===== config.mk =====
export PLATFORM = sky130hd
export DESIGN_NAME = interval_range_table
export DESIGN_NICKNAME = d
export VERILOG_FILES = /design/src/rtl/irt_pkg.sv /design/src/rtl/interval_range_table.sv
export SDC_FILE = /design/constraint.sdc
export NUM_CORES = 2
export LEC_CHECK = 0
export BUFFER_PORTS_ARGS = -buffer_cell sky130_fd_sc_hd__buf_2
export CAP_MARGIN = 20
export CORE_MARGIN = 5
export CORE_UTILIZATION = 56
export DETAILED_ROUTE_END_ITERATION = 8
export GPL_TIMING_DRIVEN = 1
export PLACE_DENSITY = 0.7
export SYNTH_ARGS = -nofsm -noshare
export SYNTH_HDL_FRONTEND = slang
export SYNTH_SLANG_ARGS = --single-unit

===== constraint.sdc =====
create_clock -name clk -period 11.9 [get_ports clk]
set_clock_uncertainty 0.2 [all_clocks]
set_input_delay 1.19 -clock clk [delete_from_list [all_inputs] [get_ports clk]]
set_output_delay 1.19 -clock clk [all_outputs]
set_load 0.03 [all_outputs]

===== src/rtl/irt_pkg.sv =====
`timescale 1ns / 1ps
// ----------------------------------------------------------------------------
// irt_pkg
// Shared types and constants for the interval range table.
// ----------------------------------------------------------------------------
package irt_pkg;

  typedef enum logic {
    OP_ASSIGN = 1'b0,
    OP_LOOKUP = 1'b1
  } op_t;

  typedef enum logic {
    ST_DONE    = 1'b0,
    ST_REFUSED = 1'b1
  } status_t;

  localparam int COUNT_WIDTH = 5;

endpackage


===== src/rtl/interval_range_table.sv =====
`timescale 1ns / 1ps
// ----------------------------------------------------------------------------
// interval_range_table
// Sorted boundary table mapping signed keys to values, with range assign
// and key lookup, driven by a small sequencer around one shared comparator.
// ----------------------------------------------------------------------------
// Channel   Signals                                        Direction
// in        in_valid, in_stall, operation .. lookup_key    item into block
// out       out_valid, out_stall, read_value .. count      result out
// cfg       cfg_write, cfg_data                            default value
//
// A lookup reads the stored boundaries one at a time until the first one past
// its key; an applied assign reads every stored boundary. Both are paced by
// the single read port of the boundary memory and the one comparator.
// The table is rebuilt into the other half of a two-bank memory and the bank
// is swapped at the end. Reset clears the count, so no clearing pass runs.
// A stalled result holds the sequencer until it is taken.
// ----------------------------------------------------------------------------
module interval_range_table #(
  parameter int CAPACITY    = 16,
  parameter int KEY_WIDTH   = 32,
  parameter int VALUE_WIDTH = 8
) (
  input  logic                          clk,
  input  logic                          rst,
  input  logic                          cfg_write,
  input  logic [VALUE_WIDTH-1:0]        cfg_data,
  input  logic                          in_valid,
  output logic                          in_stall,
  input  logic                          operation,
  input  logic signed [KEY_WIDTH-1:0]   range_begin,
  input  logic signed [KEY_WIDTH-1:0]   range_end,
  input  logic [VALUE_WIDTH-1:0]        new_value,
  input  logic signed [KEY_WIDTH-1:0]   lookup_key,
  output logic                          out_valid,
  input  logic                          out_stall,
  output logic [VALUE_WIDTH-1:0]        read_value,
  output logic                          status,
  output logic [irt_pkg::COUNT_WIDTH-1:0] entry_count
);
  import irt_pkg::*;

  localparam int IW  = (CAPACITY > 1) ? $clog2(CAPACITY) : 1;
  localparam int AW  = IW + 1;
  localparam int CNW = $clog2(CAPACITY + 1);
  localparam int KW  = $clog2(CAPACITY + 3);
  localparam logic [KEY_WIDTH-1:0] SIGN = {1'b1, {(KEY_WIDTH-1){1'b0}}};

  typedef enum logic [2:0] {
    S_IDLE, S_CHK, S_RD, S_WT, S_EMIT_B, S_EMIT_E, S_FIN
  } state_t;

  typedef enum logic [1:0] {
    PH_LOOK, PH_PRE, PH_MID, PH_POST
  } phase_t;

  state_t state;
  phase_t phase;
  op_t    op;
  logic   bank;
  logic   applied;
  logic [CNW-1:0] cnt;
  logic [CNW-1:0] idx;
  logic [KW-1:0]  kept;
  logic [KEY_WIDTH-1:0]   bk;
  logic [KEY_WIDTH-1:0]   ek;
  logic [VALUE_WIDTH-1:0] nv;
  logic [VALUE_WIDTH-1:0] cur;
  logic [VALUE_WIDTH-1:0] prev;
  logic [VALUE_WIDTH-1:0] default_value;

  logic [KEY_WIDTH-1:0]   mem_k [2**AW];
  logic [VALUE_WIDTH-1:0] mem_v [2**AW];
  logic [KEY_WIDTH-1:0]   rkey;
  logic [VALUE_WIDTH-1:0] rval;

  logic                   rd_en;
  logic                   emit_en;
  logic [KEY_WIDTH-1:0]   emit_key;
  logic [VALUE_WIDTH-1:0] emit_val;
  logic                   wr_en;
  logic [KEY_WIDTH-1:0]   cmp_a;
  logic [KEY_WIDTH-1:0]   cmp_ref;
  logic                   cmp_lt;
  logic                   cmp_eq;
  logic                   at_end;

  assign in_stall = (state != S_IDLE);
  assign at_end   = (idx == cnt);

  always_comb begin
    if (state == S_CHK) begin
      cmp_a   = bk;
      cmp_ref = ek;
    end else begin
      cmp_a   = rkey;
      cmp_ref = (phase == PH_PRE) ? bk : ek;
    end
  end

  assign cmp_lt = (cmp_a < cmp_ref);
  assign cmp_eq = (cmp_a == cmp_ref);

  always_comb begin
    emit_en  = 1'b0;
    emit_key = rkey;
    emit_val = rval;
    unique case (state)
      S_WT: begin
        emit_en = (phase == PH_POST) || ((phase == PH_PRE) && cmp_lt);
      end
      S_EMIT_B: begin
        emit_en  = 1'b1;
        emit_key = bk;
        emit_val = nv;
      end
      S_EMIT_E: begin
        emit_en  = 1'b1;
        emit_key = ek;
        emit_val = cur;
      end
      default: begin
        emit_en = 1'b0;
      end
    endcase
  end

  assign wr_en = emit_en && (emit_val != prev) && (kept < KW'(CAPACITY));
  assign rd_en = (state == S_RD) && !at_end;

  always_ff @(posedge clk) begin
    if (wr_en) begin
      mem_k[{~bank, kept[IW-1:0]}] <= emit_key;
      mem_v[{~bank, kept[IW-1:0]}] <= emit_val;
    end
    if (rd_en) begin
      rkey <= mem_k[{bank, idx[IW-1:0]}];
      rval <= mem_v[{bank, idx[IW-1:0]}];
    end
  end

  always_ff @(posedge clk) begin
    if (rst) begin
      state         <= S_IDLE;
      phase         <= PH_LOOK;
      bank          <= 1'b0;
      cnt           <= '0;
      out_valid     <= 1'b0;
      default_value <= '0;
    end else begin
      if (cfg_write) begin
        default_value <= cfg_data;
      end
      if (out_valid && !out_stall && (state != S_FIN)) begin
        out_valid <= 1'b0;
      end
      if (emit_en && (emit_val != prev)) begin
        kept <= kept + 1'b1;
        prev <= emit_val;
      end
      unique case (state)
        S_IDLE: begin
          if (in_valid) begin
            op      <= op_t'(operation);
            bk      <= range_begin ^ SIGN;
            ek      <= (operation == OP_LOOKUP) ? (lookup_key ^ SIGN) : (range_end ^ SIGN);
            nv      <= new_value;
            cur     <= default_value;
            prev    <= default_value;
            kept    <= '0;
            idx     <= '0;
            applied <= 1'b0;
            if (operation == OP_LOOKUP) begin
              phase <= PH_LOOK;
              state <= S_RD;
            end else begin
              phase <= PH_PRE;
              state <= S_CHK;
            end
          end
        end
        S_CHK: begin
          applied <= cmp_lt;
          state   <= cmp_lt ? S_RD : S_FIN;
        end
        S_RD: begin
          if (!at_end) begin
            state <= S_WT;
          end else if (phase == PH_PRE || phase == PH_MID) begin
            state <= S_EMIT_B;
          end else begin
            state <= S_FIN;
          end
        end
        S_WT: begin
          unique case (phase)
            PH_LOOK: begin
              if (!cmp_lt && !cmp_eq) begin
                state <= S_FIN;
              end else begin
                cur   <= rval;
                idx   <= idx + 1'b1;
                state <= S_RD;
              end
            end
            PH_PRE: begin
              if (cmp_lt) begin
                cur   <= rval;
                idx   <= idx + 1'b1;
                state <= S_RD;
              end else begin
                phase <= PH_MID;
              end
            end
            PH_MID: begin
              if (cmp_lt || cmp_eq) begin
                cur   <= rval;
                idx   <= idx + 1'b1;
                state <= S_RD;
              end else begin
                state <= S_EMIT_B;
              end
            end
            PH_POST: begin
              idx   <= idx + 1'b1;
              state <= S_RD;
            end
          endcase
        end
        S_EMIT_B: begin
          state <= S_EMIT_E;
        end
        S_EMIT_E: begin
          phase <= PH_POST;
          state <= at_end ? S_FIN : S_WT;
        end
        S_FIN: begin
          if (!out_valid || !out_stall) begin
            out_valid <= 1'b1;
            state     <= S_IDLE;
            if (op == OP_LOOKUP) begin
              read_value  <= cur;
              status      <= ST_DONE;
              entry_count <= COUNT_WIDTH'(cnt);
            end else if (applied && (kept > KW'(CAPACITY))) begin
              read_value  <= '0;
              status      <= ST_REFUSED;
              entry_count <= COUNT_WIDTH'(cnt);
            end else if (applied) begin
              read_value  <= '0;
              status      <= ST_DONE;
              entry_count <= COUNT_WIDTH'(kept);
              cnt         <= CNW'(kept);
              bank        <= ~bank;
            end else begin
              read_value  <= '0;
              status      <= ST_DONE;
              entry_count <= COUNT_WIDTH'(cnt);
            end
          end
        end
        default: begin
          state <= S_IDLE;
        end
      endcase
    end
  end

endmodule


* Word-level counts from Yosys, hierarchy flattened *
Memory sizes are Yosys's and may differ from the RTL's. A register that Yosys moved wholly into a read port is not among the register bits.
Index checks and enable logic that the tools add are counted.

storage, ports and cells
  register bits = 134
  latch bits = 0
  RAM bits = 1280
  ROM bits = 0
  input bits = 118
  output and inout bits = 16
  logic and storage cells = 139
  memories = 2

cells by class
  add/sub/neg operators = 2
  multiply operators = 0
  div/mod/pow operators = 0
  order comparisons = 3
  equal/unequal tests = 21
  shifts and indexed selects = 0
  mux-type cells = 53
  bitwise gates (word level) = 7
  reductions and logical operators = 33

memories
  memory  words  bits a word  rd ports  clocked after Yosys merged registers in  wr ports  RTL line                    text
  mem_k   32     32           1         1                                        1         interval_range_table.sv:72  logic [KEY_WIDTH-1:0] mem_k [2**AW];
  mem_v   32     8            1         1                                        1         interval_range_table.sv:73  logic [VALUE_WIDTH-1:0] mem_v [2**AW];

operator list
  operator             count
  $mux 32              4
  $pmux 32 s2          1
  $mux 8               7
  $mux 5               10
  $eq 32x32->1         1
  $lt 32x32->1         1
  $pmux 8 s2           2
  $mux 3               8
  $pmux 8 s3           1
  $pmux 3 s7           1
  $pmux 5 s4           1
  $ne 3x3->1 const B   4
  $pmux 3 s4           1
  $reduce_and 3->1     4
  $add 5x1->5 const B  2
  $mux 2               5
  $pmux 5 s2           1
  $eq 3x3->1 const B   3
  $logic_and 1x1->1    8
  $mux 1               8
  $ne 2x2->1 const B   4
  $ne 8x8->1           1
  $not 1->1            7
  $reduce_and 7->1     1
  21 further kinds     33

* Depth between registers and ports, before layout *
  depth after elaboration = 11
  gate-level depth with buffers = 16
  mapped depth without buffers = 13

* Least setup slack after synthesis *
OpenSTA, ideal clock, no wires.

  path kind = register to register
  start point = register state[1]
  end point = memory mem_k[12][0] (enable)
  setup time = 0.438 ns
  data arrival time = 5.065 ns
  required time = 11.262 ns
  slack = 6.197 ns
  cell stages (with the launch flop) = 16
  path buffers = 3
  clock period less this slack = 5.703 ns
  path through = dfxtp_1 -> clkbuf_1 -> nor2_1 -> nand2_1 -> nand2_1 -> clkbuf_1 -> mux2i_1 -> ha_1 -> a21oi_1 -> nand2_1 -> a221o_1 -> o311a_1 -> o21ai_2 -> buf_4 -> nand4b_4 -> nor2_1

on the way
  longest elaborated chain between the ends = 10
  elaborated cells on any way between the ends = 17
  classes of those cells = order compare: 1; eq/ne: 5; mux: 6; reduce/logical: 5

ends and longest elaborated chain
  element                              RTL line                     text
  from (decl)                          interval_range_table.sv:57   state_t state;
  from (signal assigned)               interval_range_table.sv:184  state <= cmp_lt ? S_RD : S_FIN;
  from (signal assigned)               interval_range_table.sv:235  state <= at_end ? S_FIN : S_WT;
  $eq 3x1->1                           interval_range_table.sv:92   if (state == S_CHK) begin
  $mux 32                              interval_range_table.sv:92
  $lt 32x32->1                         interval_range_table.sv:101  assign cmp_lt = (cmp_a < cmp_ref);
  $logic_and 1x1->1                    interval_range_table.sv:110  emit_en = (phase == PH_POST) || ((phase == PH_PRE) && cmp_lt);
  $logic_or 1x1->1                     interval_range_table.sv:110
  $pmux 1 s2                           interval_range_table.sv:108  unique case (state)
  $logic_and 1x1->1 (*) (2 in series)  interval_range_table.sv:128  assign wr_en = emit_en && (emit_val != prev) && (kept < KW'(CAPACITY));
  $mux 1 (*)                           interval_range_table.sv:132  if (wr_en) begin
  $mux 1 (implied by the code) (*)     interval_range_table.sv:133  mem_k[{~bank, kept[IW-1:0]}] <= emit_key;
  to (decl)                            interval_range_table.sv:72

Mark *: on every way between the ends. The rest lies on a longest branch, timed or not.

* Final worst setup path *
  start point = register state[2]
  end point = memory mem_k[13][30] (enable)

The elaborated chain is that of the path after synthesis.

==> metrics.txt <==
crit path cell chain=nor2_1, nand2_2, nand2_2, mux2i_1, ha_1, nand4_1, nor2_1, a221o_1, o311a_1, o21ai_2, nand4b_4, nor2_4, buf_4; clock transition at the registers of the reported paths=0.06 ns; Syn-to-layout area delta=13.2%; origin of the worst min-delay path=phase[0]$_SDFFE_PP0P_; count of unique library cells instantiated by Yosys=54; design internal power=9.60 mW; Power Total=13.0 mW; net count reported at finish=3104; Hold Path Class=reg -> reg; cell depth of the worst flop-to-flop path=13; Row Count=118; post-synthesis share of cell area spent on full adders, half adders and majority gates=0.00908; drc violations=0; gr ovfl total=0; destination of the worst hold path=phase[0]$_SDFFE_PP0P_; maximum number of pins on one net before global-route repair=100; estimated wirelength of the detail-placed design=85700 um; Flop pwr share=0.481; areal power density over the cells=199 mW/mm^2; CTS HTree Levels=4; Static Leakage=21.2 nW; drt total wl=142000 um; number of global-route vias before repair=29421; number of instances in the synthesized netlist=2691; power spent charging and discharging nets=3.40 mW; setup repair after global routing missed its margin=false; flip-flop cell with the highest count after synthesis=edfxtp_1; Die ar.=0.110 mm^2; post-route setup TNS=0 ns; dominant combinational cell family by area after synthesis=multiplexers; number of hold violations in the final report=0; global placer's final weighted congestion=0.901; core box area=0.103 mm^2; Mapped Nets=2851; Vias per Instance=6.41; die outline height=331 um; number of vias in the routed layout=28413; hold buffers post-CTS=0; multiplexer share of the synthesized area=0.186; maximum root-to-sink buffer count=3; TritonCTS clock tree=done; total clock buffers created by CTS=146; share of the synthesized area in compound gates (AO/OA/AOI/OAI)=0.0132; slowest cell on the critical path=o21ai_2; Worst Path Max Fanout=36; Post-Synth Simple-Gate Area=0.0254; r2r startpoint=state[2]$_SDFFE_PP0P_; period utilization=0.607; count of flip-flops with a built-in enable after synthesis=1434; max-slew violation total from the final report=0; root buffer cell=clkbuf_16; max frequency=0.138 GHz; category of the most critical setup path=reg -> reg; count of input and output buffers=133; Max-slew headroom=0.258; first-pass GRT wire length=208000 um; Initial Util=0.561; starting DRC count in detailed routing=3629; Top Ports=134; yosys synthesis warning count=0; fraction of final layout cells sized beyond drive strength 1=0.322; hold slack=0.334 ns; count of maximum capacitance violations=0; filler instances=6769; count of cells along the worst hold path=2; antenna violations before repair=2; reg2reg end=mem_k[13][30]$_DFFE_PP_; synthesis-stage register bit count=1454; CTS sink count=1454; total of endpoints with negative setup slack in the final report=0; combined global-route utilization of all metal layers=0.261; data required time of the worst path=12.06 ns; clock network fraction of total power=0.342; Post CTS Setup Buffer Count=0; later-pin clock latency in the skew report=0.73 ns; final critical-path required period=7.23 ns; wire length per cell after detailed routing=32.1 um; average instance area after synthesis=21.5 um^2; switching power as a share of total power=0.261; synthesized area=0.0579 mm^2; Worst R2R Setup Slack=4.67 ns; highest cell delay on the worst timing path=0.87 ns; Antenna Nets Post-Route=0; number of detailed-route iterations in the first pass=5; part of the Yosys area used for sequential elements=0.751; run status=finished clean; signal arrival time at the worst endpoint=7.39 ns; Worst setup EP type=register; Chip Width=331 um; kind of start point of the critical path=register; combinational share of power=0.177; proportion of register bits with asynchronous set or reset after synthesis=0; Slew @ Worst Pin=1.11 ns; peak supply drop=0.000134 V; Post-Synth XOR/XNOR Area=0.00378; number of gates resized after CTS=0
-- routing by layer --
layer	vias to the layer above	wire length (um)	track usage
met4	0	5720	0.0969
met2	1517	71000	0.428
met3	239	12600	0.0470
met1	14973	53100	0.358
met5	-	0	0
li1	11684	-	-
-- synth_stat cells, types with 5 or more instances --
cell | number | area, um^2
xnor2_1 | 20 | 175
mux2_2 | 76 | 856
clkbuf_1 | 83 | 312
buf_6 | 5 | 56.3
nand4_1 | 10 | 62.6
a21oi_1 | 25 | 125
o22a_1 | 9 | 78.8
xor2_1 | 5 | 43.8
ha_1 | 42 | 526
a21boi_1 | 8 | 60.1
dfxtp_1 | 20 | 400
buf_1 | 14 | 52.6
buf_2 | 27 | 135
buf_4 | 9 | 67.6
nor2_1 | 69 | 259
o21ai_0 | 49 | 245
mux2i_1 | 89 | 891
and2_1 | 11 | 68.8
mux4_2 | 400 | 9010
nand3_1 | 15 | 75.1
inv_1 | 9 | 33.8
nand2_1 | 195 | 732
nor3_1 | 10 | 50.1
edfxtp_1 | 1434 | 43100
o21ai_1 | 8 | 40.0
a31oi_1 | 5 | 31.3
-- worst max-delay path by stage --
stage	slack [ns]	cells after the start	to	startpoint
floorplan	6.20	15	mem_k[12][0]$_DFFE_PP_	state[1]$_SDFFE_PP0P_
global placement	5.06	13	mem_k[5][21]$_DFFE_PP_	state[2]$_SDFFE_PP0P_
detailed placement	4.78	13	mem_k[13][23]$_DFFE_PP_	state[2]$_SDFFE_PP0P_
CTS	4.73	13	mem_v[13][0]$_DFFE_PP_	state[2]$_SDFFE_PP0P_
global route	4.39	13	mem_v[13][2]$_DFFE_PP_	state[2]$_SDFFE_PP0P_
finish	4.67	13	mem_k[13][30]$_DFFE_PP_	state[2]$_SDFFE_PP0P_
-- power by group through the flow --
stage	combinational, mW	sequential (mW)	clock, mW
5_1_grt	2.44	6.26	4.74
2_1_floorplan	1.42	6.33	0
3_5_place_dp	2.29	6.37	0
3_3_place_gp	2.21	6.37	0
6_report	2.30	6.26	4.44
4_1_cts	2.30	6.26	4.51
-- sequential cells by signal, summed over array words and instances, names as in the netlist, 8 cells and up --
register,flops
mem_k,1024
mem_v,256
bk,32
ek,32
rkey,32
cur,8
default_value,8
nv,8
prev,8
read_value,8
rval,8
-- per-stage QoR --
step | area, um^2 | instances | setup WS, ns | util
2_1_floorplan | 57900 | 2691 | 6.20 | -
3_3_place_gp | 60700 | 4166 | 5.06 | 0.589
3_5_place_dp | 60800 | 4172 | 4.78 | 0.590
4_1_cts | 65400 | 4430 | 4.73 | 0.635
5_1_grt | 65500 | 4434 | 4.39 | 0.635
6_report | 65500 | 4436 | 4.67 | 0.635
-- worst max-delay path: cells and delay by family, from the launching register on --
kind,cells,cell delay [ns]
buffers and inverters,1,0.58
AO/OA/AOI/OAI,3,1.61
flip-flops,1,0.61
AND/OR/NAND/NOR,7,2.99
adder cells (fa/ha/maj),1,0.31
multiplexers,1,0.44
-- layout make-up --
cell class,count,area (um^2),area share
Sequential cell,1454,43500,0.664
Clock buffer,184,3930,0.0601
Antenna cell,2,5.00,0.0000764
Clock inverter,74,686,0.0105
Inverter,11,41.3,0.000630
Multi-Input combinational cell,1088,14100,0.215
Tap cell,1380,1730,0.0264
Timing Repair Buffer,243,1560,0.0238
-- cell usage in the layout (no fill, tap or decap), drive strengths merged, types with 2 or more instances in the layout --
cell type and count:
a221oi 2, o31ai 3, mux2 76, a21boi 9, diode 2, o21ai 58, edfxtp 1434, clkbuf 184
a21oi 25, nand2 195, ha 42, nor2 69, nand2b 2, o211ai 4, or3 2, xor2 5
mux4 400, clkinv 53, clkinvlp 5, nor3 10, inv 15, and2 11, a31oi 5, o22a 9
mux2i 89, nand4 10, xnor2 20, nor4 3, nand3 15, dfxtp 20, nand4b 4, nand3b 3
buf 243, or3b 2, bufinv 12
-- cell families (layout without fill, tap and decap cells) --
family / Yosys count / in the layout
xor+xnor: 25 / 25
fa+ha+maj: 42 / 42
compound gates: 126 / 126
other cells: 0 / 2
mux: 565 / 565
simple gates: 330 / 330
flops: 1454 / 1454
buf+inv: 149 / 512
Power figures use the tool's default switching activity.
